[src/sv/dlp_pkg.sv]
// Package for the DDA line pixel generator.
// Holds shared widths, reset values, request codes and register indexes.
// No dependencies.
package dlp_pkg;

    // Default parameter values for the top level.
    localparam int COORD_BITS_DEF = 16;
    localparam int HEIGHT_DIV_DEF = 1024;

    // Fixed field widths.
    localparam int HGT_BITS      = 16;
    localparam int COLOR_BITS    = 32;
    localparam int DIV_BITS      = 16;
    localparam int CFG_IDX_BITS  = 2;
    localparam int CFG_DATA_BITS = 32;

    // Height scaling: |max - min| * 255 fits in 24 bits.
    localparam int HEIGHT_SCALE = 255;
    localparam int PROD_BITS    = 24;
    localparam int COLOR_BIAS   = 10;

    localparam logic [COLOR_BITS-1:0] COLOR_RESET = 32'h00FF_FFFF;

    // Request codes.
    localparam logic REQ_LOAD = 1'b0;
    localparam logic REQ_NEXT = 1'b1;

    // Configuration register indexes.
    localparam logic [CFG_IDX_BITS-1:0] CFG_MIN_HEIGHT  = 2'd0;
    localparam logic [CFG_IDX_BITS-1:0] CFG_MAX_HEIGHT  = 2'd1;
    localparam logic [CFG_IDX_BITS-1:0] CFG_START_COLOR = 2'd2;

    // Commands from the controller to the line datapath.
    typedef struct packed {
        logic load;
        logic step;
    } t_dp_cmd;

    // Status from the line datapath to the controller.
    typedef struct packed {
        logic line_active;
    } t_dp_status;

endpackage

[src/sv/dlp_req_if.sv]
// Request channel interface: valid/ready handshake with line endpoints.
// Depends on dlp_pkg for the default coordinate width.
interface dlp_req_if #(
    parameter int COORD_BITS = dlp_pkg::COORD_BITS_DEF
);
    logic                         valid;
    logic                         ready;
    logic                         req_type;
    logic signed [COORD_BITS-1:0] start_x;
    logic signed [COORD_BITS-1:0] start_y;
    logic signed [COORD_BITS-1:0] end_x;
    logic signed [COORD_BITS-1:0] end_y;

    modport source (output valid, req_type, start_x, start_y, end_x, end_y, input ready);
    modport sink   (input valid, req_type, start_x, start_y, end_x, end_y, output ready);
endinterface

[src/sv/dlp_pix_if.sv]
// Pixel channel interface: valid/ready handshake with one emitted pixel.
// Depends on dlp_pkg for the default coordinate width and color width.
interface dlp_pix_if #(
    parameter int COORD_BITS = dlp_pkg::COORD_BITS_DEF
);
    logic                              valid;
    logic                              ready;
    logic signed [COORD_BITS-1:0]      pixel_x;
    logic signed [COORD_BITS-1:0]      pixel_y;
    logic [dlp_pkg::COLOR_BITS-1:0]    pixel_color;
    logic                              last_pixel;

    modport source (output valid, pixel_x, pixel_y, pixel_color, last_pixel, input ready);
    modport sink   (input valid, pixel_x, pixel_y, pixel_color, last_pixel, output ready);
endinterface

[src/sv/dda_line_pixel_generator_top.sv]
// DDA line pixel generator. A next request yields its pixel in the cycle after its
// transfer; one request is taken per cycle while the output is being drained and
// no color-step update runs. A height register write runs the color-step unit:
// input is held off through its start, three pipeline stages and return to run.
// Reset clears the line and heights and sets the color to 0x00FFFFFF.
// Depends on dlp_pkg, dlp_req_if, dlp_pix_if, dlp_ctrl, dlp_datapath, dlp_hdiv.
module dda_line_pixel_generator_top #(
    parameter int COORD_BITS     = dlp_pkg::COORD_BITS_DEF,
    parameter int HEIGHT_DIVISOR = dlp_pkg::HEIGHT_DIV_DEF
) (
    input  logic                              i_clk,
    input  logic                              i_rst_n,
    dlp_req_if.sink                           i_req,
    dlp_pix_if.source                         o_pix,
    input  logic                              i_cfg_wr_en,
    input  logic [dlp_pkg::CFG_IDX_BITS-1:0]  i_cfg_index,
    input  logic [dlp_pkg::CFG_DATA_BITS-1:0] i_cfg_data
);
    import dlp_pkg::*;

    t_dp_cmd                 cmd;
    t_dp_status              status;
    logic                    div_start;
    logic                    div_busy;
    logic [COLOR_BITS-1:0]   color_step;
    logic signed [HGT_BITS-1:0] min_height;
    logic signed [HGT_BITS-1:0] max_height;
    logic [COORD_BITS-1:0]   pixel_x;
    logic [COORD_BITS-1:0]   pixel_y;

    // Controller.
    dlp_ctrl u_ctrl (
        .i_clk       (i_clk),
        .i_rst_n     (i_rst_n),
        .i_in_valid  (i_req.valid),
        .o_in_ready  (i_req.ready),
        .i_req_type  (i_req.req_type),
        .o_out_valid (o_pix.valid),
        .i_out_ready (o_pix.ready),
        .i_cfg_wr_en (i_cfg_wr_en),
        .i_cfg_index (i_cfg_index),
        .o_cmd       (cmd),
        .i_status    (status),
        .o_div_start (div_start),
        .i_div_busy  (div_busy)
    );

    // Line walk datapath.
    dlp_datapath #(
        .COORD_BITS (COORD_BITS)
    ) u_datapath (
        .i_clk         (i_clk),
        .i_rst_n       (i_rst_n),
        .i_cmd         (cmd),
        .o_status      (status),
        .i_cfg_wr_en   (i_cfg_wr_en),
        .i_cfg_index   (i_cfg_index),
        .i_cfg_data    (i_cfg_data),
        .i_start_x     (i_req.start_x),
        .i_start_y     (i_req.start_y),
        .i_end_x       (i_req.end_x),
        .i_end_y       (i_req.end_y),
        .i_color_step  (color_step),
        .o_min_height  (min_height),
        .o_max_height  (max_height),
        .o_pixel_x     (pixel_x),
        .o_pixel_y     (pixel_y),
        .o_pixel_color (o_pix.pixel_color),
        .o_last_pixel  (o_pix.last_pixel)
    );

    // Color step unit.
    dlp_hdiv #(
        .HEIGHT_DIVISOR (HEIGHT_DIVISOR)
    ) u_hdiv (
        .i_clk        (i_clk),
        .i_rst_n      (i_rst_n),
        .i_start      (div_start),
        .i_min_height (min_height),
        .i_max_height (max_height),
        .o_busy       (div_busy),
        .o_step       (color_step)
    );

    assign o_pix.pixel_x = $signed(pixel_x);
    assign o_pix.pixel_y = $signed(pixel_y);

endmodule

[src/sv/dlp_hdiv.sv]
// Color-step unit: floor((max-min)*255 / HEIGHT_DIVISOR) - 10 by reciprocal multiplication.
// Three registered stages: quotient, remainder test, then sign and bias. Depends on dlp_pkg.
module dlp_hdiv #(
    parameter int HEIGHT_DIVISOR = dlp_pkg::HEIGHT_DIV_DEF
) (
    input  logic                                i_clk,
    input  logic                                i_rst_n,
    input  logic                                i_start,
    input  logic signed [dlp_pkg::HGT_BITS-1:0] i_min_height,
    input  logic signed [dlp_pkg::HGT_BITS-1:0] i_max_height,
    output logic                                o_busy,
    output logic [dlp_pkg::COLOR_BITS-1:0]      o_step
);
    import dlp_pkg::*;

    // Reciprocal ceil(2^s / d) with s = PROD_BITS + clog2(d) gives the exact
    // quotient for every PROD_BITS-bit dividend and fits in PROD_BITS+1 bits.
    localparam int     RECIP_SHIFT = PROD_BITS + $clog2(HEIGHT_DIVISOR);
    localparam int     RECIP_BITS  = PROD_BITS + 1;
    localparam int     MUL_BITS    = PROD_BITS + RECIP_BITS;
    localparam int     BACK_BITS   = PROD_BITS + DIV_BITS;
    localparam longint RECIP_VAL   = ((longint'(1) << RECIP_SHIFT) + longint'(HEIGHT_DIVISOR) - 1)
                                   / longint'(HEIGHT_DIVISOR);
    localparam logic [RECIP_BITS-1:0] RECIP      = RECIP_BITS'(RECIP_VAL);
    localparam logic [DIV_BITS-1:0]   DIVISOR    = DIV_BITS'(HEIGHT_DIVISOR);
    localparam logic [COLOR_BITS-1:0] STEP_RESET = COLOR_BITS'(-COLOR_BIAS);

    logic [HGT_BITS:0]     diff;
    logic                  diff_neg;
    logic [HGT_BITS:0]     diff_mag;
    logic [PROD_BITS-1:0]  prod_mag;
    logic [MUL_BITS-1:0]   recip_prod;
    logic [PROD_BITS-1:0]  quo;
    logic [BACK_BITS-1:0]  back_prod;
    logic [COLOR_BITS-1:0] quo_ext;
    logic [COLOR_BITS-1:0] floor_val;

    logic [PROD_BITS-1:0]  r_prod;
    logic                  r_neg;
    logic [PROD_BITS-1:0]  r_quo;
    logic                  r_rem_nz;
    logic [2:0]            r_phase;
    logic [COLOR_BITS-1:0] r_step;

    // Magnitude of the scaled height range and its sign.
    always_comb begin
        diff     = {i_max_height[HGT_BITS-1], i_max_height}
                 - {i_min_height[HGT_BITS-1], i_min_height};
        diff_neg = diff[HGT_BITS];
        diff_mag = diff_neg ? (~diff + 1'b1) : diff;
        prod_mag = PROD_BITS'(diff_mag) * PROD_BITS'(HEIGHT_SCALE);
    end

    // Quotient of the registered magnitude by reciprocal multiplication.
    always_comb begin
        recip_prod = MUL_BITS'(r_prod) * MUL_BITS'(RECIP);
        quo        = PROD_BITS'(recip_prod >> RECIP_SHIFT);
    end

    // Multiply back for the remainder test, and floor toward minus infinity.
    always_comb begin
        back_prod = BACK_BITS'(r_quo) * BACK_BITS'(DIVISOR);
        quo_ext   = COLOR_BITS'(r_quo);
        if (r_neg) begin
            floor_val = ~(quo_ext + COLOR_BITS'(r_rem_nz)) + 1'b1;
        end else begin
            floor_val = quo_ext;
        end
    end

    // Stage sequencing and result register.
    always_ff @(posedge i_clk) begin
        if (!i_rst_n) begin
            r_phase <= '0;
            r_step  <= STEP_RESET;
        end else if (i_start) begin
            r_prod  <= prod_mag;
            r_neg   <= diff_neg;
            r_phase <= 3'b001;
        end else begin
            if (r_phase[0]) begin
                r_quo <= quo;
            end
            if (r_phase[1]) begin
                r_rem_nz <= (back_prod != BACK_BITS'(r_prod));
            end
            if (r_phase[2]) begin
                r_step <= floor_val - COLOR_BITS'(COLOR_BIAS);
            end
            r_phase <= {r_phase[1:0], 1'b0};
        end
    end

    assign o_busy = (r_phase != '0);
    assign o_step = r_step;

endmodule

[src/sv/dlp_datapath.sv]
// Line datapath: endpoint registers, incremental quotient/remainder walk per axis,
// running color, height registers and the output pixel register. Depends on dlp_pkg.
module dlp_datapath #(
    parameter int COORD_BITS = dlp_pkg::COORD_BITS_DEF
) (
    input  logic                                    i_clk,
    input  logic                                    i_rst_n,
    input  dlp_pkg::t_dp_cmd                        i_cmd,
    output dlp_pkg::t_dp_status                     o_status,
    input  logic                                    i_cfg_wr_en,
    input  logic [dlp_pkg::CFG_IDX_BITS-1:0]        i_cfg_index,
    input  logic [dlp_pkg::CFG_DATA_BITS-1:0]       i_cfg_data,
    input  logic [COORD_BITS-1:0]                   i_start_x,
    input  logic [COORD_BITS-1:0]                   i_start_y,
    input  logic [COORD_BITS-1:0]                   i_end_x,
    input  logic [COORD_BITS-1:0]                   i_end_y,
    input  logic [dlp_pkg::COLOR_BITS-1:0]          i_color_step,
    output logic signed [dlp_pkg::HGT_BITS-1:0]     o_min_height,
    output logic signed [dlp_pkg::HGT_BITS-1:0]     o_max_height,
    output logic [COORD_BITS-1:0]                   o_pixel_x,
    output logic [COORD_BITS-1:0]                   o_pixel_y,
    output logic [dlp_pkg::COLOR_BITS-1:0]          o_pixel_color,
    output logic                                    o_last_pixel
);
    import dlp_pkg::*;

    logic [COORD_BITS:0]   dx;
    logic [COORD_BITS:0]   dy;
    logic [COORD_BITS:0]   dx_mag;
    logic [COORD_BITS:0]   dy_mag;
    logic [COORD_BITS-1:0] span_n;
    logic [COORD_BITS-1:0] off_x;
    logic [COORD_BITS-1:0] off_y;
    logic [COORD_BITS:0]   sum_x;
    logic [COORD_BITS:0]   sum_y;
    logic                  wrap_x;
    logic                  wrap_y;
    logic [COORD_BITS-1:0] idx_n;
    logic                  last;
    logic [COLOR_BITS-1:0] color_n;

    logic signed [HGT_BITS-1:0] r_min;
    logic signed [HGT_BITS-1:0] r_max;
    logic [COLOR_BITS-1:0] r_color;
    logic                  r_active;
    logic [COORD_BITS-1:0] r_org_x;
    logic [COORD_BITS-1:0] r_org_y;
    logic                  r_neg_x;
    logic                  r_neg_y;
    logic [COORD_BITS-1:0] r_mag_x;
    logic [COORD_BITS-1:0] r_mag_y;
    logic [COORD_BITS-1:0] r_span;
    logic [COORD_BITS-1:0] r_idx;
    logic [COORD_BITS-1:0] r_quo_x;
    logic [COORD_BITS-1:0] r_quo_y;
    logic [COORD_BITS-1:0] r_rem_x;
    logic [COORD_BITS-1:0] r_rem_y;
    logic [COORD_BITS-1:0] r_px;
    logic [COORD_BITS-1:0] r_py;
    logic [COLOR_BITS-1:0] r_pcolor;
    logic                  r_last;

    // Load: deltas, their magnitudes and the span n = max(|dx|, |dy|).
    always_comb begin
        dx     = {i_end_x[COORD_BITS-1], i_end_x} - {i_start_x[COORD_BITS-1], i_start_x};
        dy     = {i_end_y[COORD_BITS-1], i_end_y} - {i_start_y[COORD_BITS-1], i_start_y};
        dx_mag = dx[COORD_BITS] ? (~dx + 1'b1) : dx;
        dy_mag = dy[COORD_BITS] ? (~dy + 1'b1) : dy;
        span_n = (dx_mag > dy_mag) ? dx_mag[COORD_BITS-1:0] : dy_mag[COORD_BITS-1:0];
    end

    // Step: pixel offset is the signed quotient; the remainder advances by |d|
    // and wraps at most once since |d| never exceeds n.
    always_comb begin
        off_x   = r_neg_x ? (~r_quo_x + 1'b1) : r_quo_x;
        off_y   = r_neg_y ? (~r_quo_y + 1'b1) : r_quo_y;
        sum_x   = {1'b0, r_rem_x} + {1'b0, r_mag_x};
        sum_y   = {1'b0, r_rem_y} + {1'b0, r_mag_y};
        wrap_x  = (sum_x >= {1'b0, r_span});
        wrap_y  = (sum_y >= {1'b0, r_span});
        idx_n   = r_idx + 1'b1;
        last    = (r_span == '0) || (idx_n == r_span);
        color_n = r_color - i_color_step;
    end

    // Control state of the line walk and the configuration registers.
    always_ff @(posedge i_clk) begin
        if (!i_rst_n) begin
            r_min    <= '0;
            r_max    <= '0;
            r_color  <= COLOR_RESET;
            r_active <= 1'b0;
        end else begin
            if (i_cfg_wr_en) begin
                case (i_cfg_index)
                    CFG_MIN_HEIGHT: r_min <= i_cfg_data[HGT_BITS-1:0];
                    CFG_MAX_HEIGHT: r_max <= i_cfg_data[HGT_BITS-1:0];
                    default: begin
                    end
                endcase
            end
            // A start color write reloads the running color; a step decrements it.
            if (i_cfg_wr_en && (i_cfg_index == CFG_START_COLOR)) begin
                r_color <= i_cfg_data[COLOR_BITS-1:0];
            end else if (i_cmd.step) begin
                r_color <= color_n;
            end
            if (i_cmd.load) begin
                r_active <= 1'b1;
            end else if (i_cmd.step) begin
                if (last) begin
                    r_active <= 1'b0;
                end
            end
        end
    end

    // Line walk registers and the output pixel register.
    always_ff @(posedge i_clk) begin
        if (i_cmd.load) begin
            r_org_x <= i_start_x;
            r_org_y <= i_start_y;
            r_neg_x <= dx[COORD_BITS];
            r_neg_y <= dy[COORD_BITS];
            r_mag_x <= dx_mag[COORD_BITS-1:0];
            r_mag_y <= dy_mag[COORD_BITS-1:0];
            r_span  <= span_n;
            r_idx   <= '0;
            r_quo_x <= '0;
            r_quo_y <= '0;
            r_rem_x <= '0;
            r_rem_y <= '0;
        end else if (i_cmd.step) begin
            r_idx    <= idx_n;
            r_quo_x  <= wrap_x ? (r_quo_x + 1'b1) : r_quo_x;
            r_quo_y  <= wrap_y ? (r_quo_y + 1'b1) : r_quo_y;
            r_rem_x  <= wrap_x ? COORD_BITS'(sum_x - {1'b0, r_span}) : sum_x[COORD_BITS-1:0];
            r_rem_y  <= wrap_y ? COORD_BITS'(sum_y - {1'b0, r_span}) : sum_y[COORD_BITS-1:0];
            r_px     <= r_org_x + off_x;
            r_py     <= r_org_y + off_y;
            r_pcolor <= color_n;
            r_last   <= last;
        end
    end

    assign o_status.line_active = r_active;
    assign o_min_height  = r_min;
    assign o_max_height  = r_max;
    assign o_pixel_x     = r_px;
    assign o_pixel_y     = r_py;
    assign o_pixel_color = r_pcolor;
    assign o_last_pixel  = r_last;

endmodule

[src/sv/dlp_ctrl.sv]
// Controller: request handshake, output valid, and sequencing of the color-step
// divider after height register writes. Depends on dlp_pkg.
module dlp_ctrl (
    input  logic                             i_clk,
    input  logic                             i_rst_n,
    input  logic                             i_in_valid,
    output logic                             o_in_ready,
    input  logic                             i_req_type,
    output logic                             o_out_valid,
    input  logic                             i_out_ready,
    input  logic                             i_cfg_wr_en,
    input  logic [dlp_pkg::CFG_IDX_BITS-1:0] i_cfg_index,
    output dlp_pkg::t_dp_cmd                 o_cmd,
    input  dlp_pkg::t_dp_status              i_status,
    output logic                             o_div_start,
    input  logic                             i_div_busy
);
    import dlp_pkg::*;

    typedef enum logic [1:0] {
        ST_RUN,
        ST_DIV_START,
        ST_DIV_WAIT
    } t_state;

    t_state r_state;
    t_state n_state;
    logic   r_out_valid;
    logic   n_out_valid;
    logic   height_wr;
    logic   accept;

    // Input is taken when the divider is settled and the output register frees up.
    always_comb begin
        height_wr  = i_cfg_wr_en
                   && ((i_cfg_index == CFG_MIN_HEIGHT) || (i_cfg_index == CFG_MAX_HEIGHT));
        o_in_ready = (r_state == ST_RUN) && (!r_out_valid || i_out_ready);
        accept     = i_in_valid && o_in_ready;
        o_cmd.load = accept && (i_req_type == REQ_LOAD);
        o_cmd.step = accept && (i_req_type == REQ_NEXT) && i_status.line_active;
        o_div_start = (r_state == ST_DIV_START);
    end

    // Next state and output valid.
    always_comb begin
        n_out_valid = o_cmd.step || (r_out_valid && !i_out_ready);
        n_state     = r_state;
        if (height_wr) begin
            n_state = ST_DIV_START;
        end else begin
            case (r_state)
                ST_RUN:       n_state = ST_RUN;
                ST_DIV_START: n_state = ST_DIV_WAIT;
                ST_DIV_WAIT:  n_state = i_div_busy ? ST_DIV_WAIT : ST_RUN;
                default:      n_state = ST_RUN;
            endcase
        end
    end

    // State and registered outputs.
    always_ff @(posedge i_clk) begin
        if (!i_rst_n) begin
            r_state     <= ST_RUN;
            r_out_valid <= 1'b0;
        end else begin
            r_state     <= n_state;
            r_out_valid <= n_out_valid;
        end
    end

    assign o_out_valid = r_out_valid;

endmodule
[src/flat_wrapper.sv]
// flat-port wrapper written by rule: the top's interface ports become plain ports
module dda_line_pixel_generator_top_flat import dlp_pkg::*;
#(
    parameter int COORD_BITS     = dlp_pkg::COORD_BITS_DEF,
    parameter int HEIGHT_DIVISOR = dlp_pkg::HEIGHT_DIV_DEF
)
  (i_clk, i_rst_n, i_cfg_wr_en, i_cfg_index, i_cfg_data, i_req_valid, i_req_req_type, i_req_start_x, i_req_start_y, i_req_end_x, i_req_end_y, i_req_ready, o_pix_valid, o_pix_pixel_x, o_pix_pixel_y, o_pix_pixel_color, o_pix_last_pixel, o_pix_ready);
  dlp_req_if #(.COORD_BITS(COORD_BITS)) i_req_i ();
  dlp_pix_if #(.COORD_BITS(COORD_BITS)) o_pix_i ();
  input  logic i_clk;
  input  logic i_rst_n;
  input  logic i_cfg_wr_en;
  input  logic [dlp_pkg::CFG_IDX_BITS-1:0] i_cfg_index;
  input  logic [dlp_pkg::CFG_DATA_BITS-1:0] i_cfg_data;
  input wire logic [$bits(i_req_i.valid)-1:0] i_req_valid;
  input wire logic [$bits(i_req_i.req_type)-1:0] i_req_req_type;
  input wire logic [$bits(i_req_i.start_x)-1:0] i_req_start_x;
  input wire logic [$bits(i_req_i.start_y)-1:0] i_req_start_y;
  input wire logic [$bits(i_req_i.end_x)-1:0] i_req_end_x;
  input wire logic [$bits(i_req_i.end_y)-1:0] i_req_end_y;
  output wire logic [$bits(i_req_i.ready)-1:0] i_req_ready;
  output wire logic [$bits(o_pix_i.valid)-1:0] o_pix_valid;
  output wire logic [$bits(o_pix_i.pixel_x)-1:0] o_pix_pixel_x;
  output wire logic [$bits(o_pix_i.pixel_y)-1:0] o_pix_pixel_y;
  output wire logic [$bits(o_pix_i.pixel_color)-1:0] o_pix_pixel_color;
  output wire logic [$bits(o_pix_i.last_pixel)-1:0] o_pix_last_pixel;
  input wire logic [$bits(o_pix_i.ready)-1:0] o_pix_ready;
  assign i_req_i.valid = i_req_valid;
  assign i_req_i.req_type = i_req_req_type;
  assign i_req_i.start_x = i_req_start_x;
  assign i_req_i.start_y = i_req_start_y;
  assign i_req_i.end_x = i_req_end_x;
  assign i_req_i.end_y = i_req_end_y;
  assign i_req_ready = i_req_i.ready;
  assign o_pix_valid = o_pix_i.valid;
  assign o_pix_pixel_x = o_pix_i.pixel_x;
  assign o_pix_pixel_y = o_pix_i.pixel_y;
  assign o_pix_pixel_color = o_pix_i.pixel_color;
  assign o_pix_last_pixel = o_pix_i.last_pixel;
  assign o_pix_i.ready = o_pix_ready;
  dda_line_pixel_generator_top #(.COORD_BITS(COORD_BITS), .HEIGHT_DIVISOR(HEIGHT_DIVISOR)) u_core (.i_clk(i_clk), .i_rst_n(i_rst_n), .i_req(i_req_i), .o_pix(o_pix_i), .i_cfg_wr_en(i_cfg_wr_en), .i_cfg_index(i_cfg_index), .i_cfg_data(i_cfg_data));
endmodule
[config.mk]
export PLATFORM = sky130hd
export DESIGN_NAME = dda_line_pixel_generator_top_flat
export DESIGN_NICKNAME = d
export VERILOG_FILES = /design/src/sv/dlp_pkg.sv /design/src/sv/dlp_req_if.sv /design/src/sv/dlp_pix_if.sv /design/src/sv/dda_line_pixel_generator_top.sv /design/src/sv/dlp_hdiv.sv /design/src/sv/dlp_datapath.sv /design/src/sv/dlp_ctrl.sv /design/src/flat_wrapper.sv
export SDC_FILE = /design/constraint.sdc
export NUM_CORES = 1
export LEC_CHECK = 0
export ABC_CLOCK_PERIOD_IN_PS = 10250
export BUFFER_PORTS_ARGS = -buffer_cell sky130_fd_sc_hd__buf_4
export CAP_MARGIN = 20
export CORE_UTILIZATION = 45
export CTS_CLUSTER_DIAMETER = 120
export DETAILED_ROUTE_END_ITERATION = 16
export HOLD_SLACK_MARGIN = 0.06
export PLACE_DENSITY_LB_ADDON = 0.2
export RECOVER_POWER = 100
export SKIP_LAST_GASP = 1
export SYNTH_ARGS = -nofsm -noshare
export SYNTH_HDL_FRONTEND = slang
export SYNTH_SLANG_ARGS = --single-unit
[constraint.sdc]
create_clock -name i_clk -period 10.25 [get_ports i_clk]
set_clock_uncertainty 0.2 [all_clocks]
set_input_delay 1.025 -clock i_clk [delete_from_list [all_inputs] [get_ports i_clk]]
set_output_delay 1.025 -clock i_clk [all_outputs]
set_load 0.02 [all_outputs]
Word-level counts from Yosys, hierarchy flattened:

Index checks and enable logic that the tools add are counted.

* register bits: 370
* memories kept: 0
* RAM bits: 0
* output and inout bits: 67
* bits in latches: 0
* bits in read-only memories: 0

* reduce and logical (&&, ||, !) cells: 33
* magnitude comparators: 3
* div/mod/pow operators: 0
* shift-type cells: 0
* bitwise gates (word level): 10
* eq/ne operators: 6
* add/subtract/negate cells: 21
* mux-type cells: 18
* multipliers: 1

Operators by type and width (count)
* $mux 32: 3
* $add 16x1->16 const B: 5
* $mux 16: 5
* $add 17x1->17 const B: 3
* $mux 17: 3
* $not 17->17: 3
* $sub 16x16->17: 3
* $add 16x16->17: 2
* $ge 17x16->1: 2
* $add 16x16->16: 2
* $add 32x1->32 const B: 1
* $not 15->32: 1
* $not 16->16: 2
* $sub 16x16->16: 2
* $sub 32x32->32: 1
* $sub 32x4->32 const B: 1
* $mul 17x8->24 const B: 1
* $ne 24x24->1: 1
* $gt 17x17->1: 1
* $eq 16x16->1: 1
* $logic_not 16->1: 1
* $reduce_and 2->1: 8
* $add 14x1->15: 1
* $logic_and 1x1->1: 8
* 13 further kinds: 31

Depth between registers and ports, before layout:

* depth in word-level cells: 8
* depth in mapped cells: 32
* depth with buffers taken out: 31

Cells and area by module:

Synthesis repeated with hierarchy kept, for this count alone.

* cell total of the unflattened synthesis: 3287
* area total of the unflattened synthesis: 29410.7 µm²

Modules (own cells, without submodules)
* dlp_datapath: times used 1, area each 20918.8 µm², cells each 2370, seq. area each 7317.0 µm²
* dlp_hdiv: times used 1, area each 8301.7 µm², cells each 898, seq. area each 1901.8 µm²
* dlp_ctrl: times used 1, area each 190.2 µm², cells each 19, seq. area each 60.1 µm²

Worst setup path after synthesis:

No wires, ideal clock.

* kind: reg2reg
* from: register u_core.u_datapath.r_max[0], in the netlist u_core.u_datapath.o_max_height[0]
* to: register u_core.u_hdiv.r_prod[23], data pin
* setup slack: 2.715 ns
* clock period less this slack: 7.535 ns
* stages on the path, launching flop included: 31
* library setup time: 0.268 ns
* required time: 9.782 ns
* path buffers: 2
* arrival: 7.067 ns
* path through: dfxtp_1 -> inv_1 -> ha_1 -> fa_1 -> nor2b_1 -> o21a_1 -> o32a_1 -> a21oi_1 -> a31oi_1 -> a21o_1 -> clkbuf_1 -> buf_1 -> nor2_1 -> xnor2_1 -> inv_1 -> fa_1 -> fa_1 -> fa_1 -> inv_1 -> fa_1 -> inv_1 -> ha_1 -> a21o_1 -> a21o_1 -> a21oi_1 -> o21ai_0 -> a21oi_1 -> a21oi_1 -> a21o_1 -> o41ai_1 -> xnor2_1

* cells in the longest elaborated chain, start to end: 5

RTL lines
* from (decl): line dlp_datapath.sv:43 `logic signed [HGT_BITS-1:0] r_max;`
* from (signal assigned): line dlp_datapath.sv:97 `CFG_MAX_HEIGHT: r_max <= i_cfg_data[HGT_BITS-1:0];`
* $sub 16x16->17 (*): line dlp_hdiv.sv:48 `- {i_min_height[HGT_BITS-1], i_min_height};`
* $not 17->17: line dlp_hdiv.sv:50 `diff_mag = diff_neg ? (~diff + 1'b1) : diff;`
* $add 17x1->17: line dlp_hdiv.sv:50
* $mux 17 (*): line dlp_hdiv.sv:50
* $mul 17x8->24 (*): line dlp_hdiv.sv:51 `prod_mag = PROD_BITS'(diff_mag) * PROD_BITS'(HEIGHT_SCALE);`
* named net u_core.u_hdiv.prod_mag[23]: line dlp_hdiv.sv:31 `logic [PROD_BITS-1:0] prod_mag;`
* to (signal assigned): line dlp_hdiv.sv:77 `r_prod <= prod_mag;`
* to (decl): line dlp_hdiv.sv:38 `logic [PROD_BITS-1:0] r_prod;`

Mark *: on every way through the listed nets, which the timed path passes. The rest lies on a longest branch.
A chain may end at the register's enable or synchronous reset.

Worst setup path after layout:

* from: input o_pix_ready
* to: register u_core.u_datapath.r_quo_y[12]

* cells in the longest elaborated chain, start to end: 6
* elaborated cells between the ends (all ways): 7
* classes of those cells: reduce/logical (7)

RTL lines
* from (decl): line flat_wrapper.sv:27 `input wire logic [$bits(o_pix_i.ready)-1:0] o_pix_ready;`
* $logic_or 1x1->1 (*): line dlp_ctrl.sv:37 `o_in_ready = (r_state == ST_RUN) && (!r_out_valid || i_out_ready);`
* $logic_and 1x1->1 (*): line dlp_ctrl.sv:37
* $logic_and 1x1->1 (*): line dlp_ctrl.sv:38 `accept = i_in_valid && o_in_ready;`
* $logic_and 1x1->1 (2 in a row): line dlp_ctrl.sv:40 `o_cmd.step = accept && (i_req_type == REQ_NEXT) && i_status.line_active;`
* $reduce_and 2->1 (no line)
* to (signal assigned): line dlp_datapath.sv:136 `r_quo_y <= wrap_y ? (r_quo_y + 1'b1) : r_quo_y;`
* to (decl): line dlp_datapath.sv:55 `logic [COORD_BITS-1:0] r_quo_y;`

Mark *: on every way between the ends. The rest lies on a longest branch, timed or not.

==> metrics.yaml <==
clocking:
  cts_resized: 0
  htreeDepth: 2
  cts_made_buffers: 44
  cts_tree: "built"
  cts.sinks: 370
  insertion_delay_ps: 580
  clockBufferDepth: 3
  path_clk_slew_ps: 60
  post_cts_buffers: 0
  cts_root_buffer: "clkbuf_16"
  ctsHoldBuffers: 0
sta:
  finalHoldViolCount: 0
  worst_pin_slew_ps: 3676
  slew_headroom: -1.451
  period_share: 0.8416
  rsz0062_at_grt: "no"
  period_minus_slack_ps: 8627
  setup_viol: 0
  setup_tns_ps: 0
  fmax_mhz: 115.9
  slew_violations: 538
global_routing:
  overflow: 0
  grt_first_pass_wirelength_mm: 115.7
  antenna_found_initial: 1
  grt_max_degree: 69
  track_usage: 0.2240
  grt_pass1_vias: 22000
setup_path:
  cp_top_family: "buffers and inverters"
  cp.required_ps: 10500
  crit_type: "primary input to flip-flop"
  cp_slowest_stage_delay_ps: 2680
  cpMaxStageDelayCell: "clkbuf_1"
  cp.arrival_ps: 8870
  cp_max_fo: 68
  worst-path-buf-inv: 5
  crit_path_end_kind: "flip-flop"
  cp_common_cell: "clkbuf_1"
  critPathLaunchType: "primary input"
  crit_chain: "clkbuf_4, nand2b_1, and2_0, nand2_1, inv_1, nand3_1, clkinvlp_2, clkbuf_1, clkbuf_1, and4_1, a31oi_1, a41o_1"
  rrSetupSlack_ps: 1730
yosys:
  syn_area_mm2: 0.02840
  synth_nets: 3608
  ys_ff_latch: 370
  synth_edf_count: 187
  synth_most_common_cell: "inv_1"
  synthFlopType: "edfxtp_1"
  synth_top_area_share: 0.1977
  synth_adder_area_share: 0.1669
  synthCells: 3172
  synthTopCellsByArea: "edfxtp_1, dfxtp_1, ha_1"
  synth-xor-area-share: 0.1002
  yosysWarnings: 0
  syn_area_per_cell_um2: 8.953
  ys_seq_area_frac: 0.3267
  synth_cell_type_count: 92
  ys_async_sr_fraction: 0
  yosysTopAreaCell: "edfxtp_1"
  synth_top_family_by_area: "compound AO/OA/AOI/OAI gates"
  muxShareOfSynthArea: 0.01987
  synth-simple-area-share: 0.1522
  synth_common_cells: "inv_1, nand2_1, ha_1"
  synth_compound_area_frac: 0.1759
floorplanning:
  core_mm2: 0.06205
  start_util: 0.4576
  rows: 91
  fp.dieW_um: 253.2
  io-pin-count: 171
  dieArea_mm2: 0.06412
  die_h_um: 253.2
drt:
  wirelength_mm: 73.39
  detail-route-antenna-nets: 0
  routedWlPerCell_um: 17.62
  firstDrtPassIters: 6
  viasPerCell: 5.591
  num_vias: 23280
  drc: 0
  drt_iter0_drc: 1581
outcome:
  status: "finished, violations left"
  violations: "max-capacitance violations, max-slew violations"
finish:
  fin_nets: 3729
  num_antenna_cells: 0
  stdcell_area_mm2: 0.03136
  seq_area_mm2: 0.009279
  fill_cells: 5883
  syn_to_final_growth_pct: 10.43
  multi_input_area_mm2: 0.01743
  drive_above_1_share: 0.05561
flow_run:
  drv_cap: 10
placed_design:
  place_area_mm2: 0.03038
  portBuffers: 170
  routabilityCongestion: 0.8991
  post-dp-hpwl_mm: 56.38
worst_hold_path:
  hold_path_class: "flip-flop to flip-flop"
==> state kept, by name, summed over array words and instances, names as in the netlist, 24 cells and up <==
register / cells
u_core.u_datapath.o_pixel_color: 32
u_core.u_datapath.r_color: 32
u_core.u_hdiv.o_step: 32
u_core.u_hdiv.r_prod: 24
==> layout make-up <==
class | count | area share
clock buffer | 65 | 0.04093
clock inverter | 15 | 0.004468
inverter | 321 | 0.03850
multi-input combinational | 2371 | 0.5557
sequential | 370 | 0.2959
tap | 837 | 0.03339
timing repair buffer | 185 | 0.03116
==> through the flow <==
| stage | setup WS, ps | util | hold WS (ps) | instances |
|---|---|---|---|---|
| floorplan | 2715 | - | 226.5 | 3172 |
| global placement | 2394 | 0.4896 | 238.2 | 4080 |
| detailed placement | 2244 | 0.4896 | 240.9 | 4080 |
| CTS | 2232 | 0.5126 | 254.2 | 4160 |
| global route | 865.4 | 0.5054 | 274.9 | 4164 |
| finish | 1623 | 0.5054 | 250.2 | 4164 |
==> routing by layer <==
metal / GRT usage / vias to the layer above / wire length (um)
li1: - / 11470 / -
met1: 0.3243 / 11190 / 35740
met2: 0.3528 / 530 / 32610
met3: 0.03259 / 81 / 3891
met4: 0.04537 / 2 / 1134
met5: 0 / - / 11
==> placed cells by master (no fill, tap or decap), types with 17 or more instances in the layout <==
| cell | count |
|---|---|
| inv_1 | 318 |
| nand2_1 | 267 |
| ha_1 | 254 |
| a21oi_1 | 229 |
| xnor2_1 | 221 |
| nor2_1 | 193 |
| edfxtp_1 | 187 |
| dfxtp_1 | 183 |
| o21ai_0 | 173 |
| clkbuf_1 | 123 |
| xor2_1 | 104 |
| nand3_1 | 92 |
| fa_1 | 78 |
| buf_4 | 72 |
| a21o_1 | 65 |
| nor3_1 | 62 |
| clkbuf_16 | 47 |
| mux2i_1 | 44 |
| o21a_1 | 40 |
| nand4_1 | 37 |
| nor2b_1 | 35 |
| and3_1 | 34 |
| o211ai_1 | 33 |
| or3_1 | 30 |
| nor4_1 | 29 |
| o31ai_1 | 25 |
| a31oi_1 | 24 |
| a211oi_1 | 22 |
| nand2b_1 | 21 |
| o21bai_1 | 21 |
| and2_1 | 17 |
==> path summary, 6_finish.rpt <==
| path | from | to | cells after the start |
|---|---|---|---|
| setup / recovery | o_pix_ready | u_core.u_datapath.r_quo_y[12] | 12 |
| setup reg to reg | u_core.u_ctrl.r_state[0] | u_core.u_datapath.r_quo_y[12] | 12 |
| hold reg to reg | u_core.u_hdiv.o_step[19] | u_core.u_hdiv.o_step[19] | 1 |
| hold / removal | u_core.u_hdiv.o_step[19] | u_core.u_hdiv.o_step[19] | 1 |
==> logic make-up after synthesis <==
group,Yosys count
AOI/OAI and AO/OA,772
xor gates and xnor gates,325
adders and majority gates,332
buffers and inverters,431
DFF,370
muxes,55
and+or+nand+nor,887
Power is left out: the tool's default activity adds up to more than one toggle a clock period on the data nets, which glitch-free logic cannot reach.
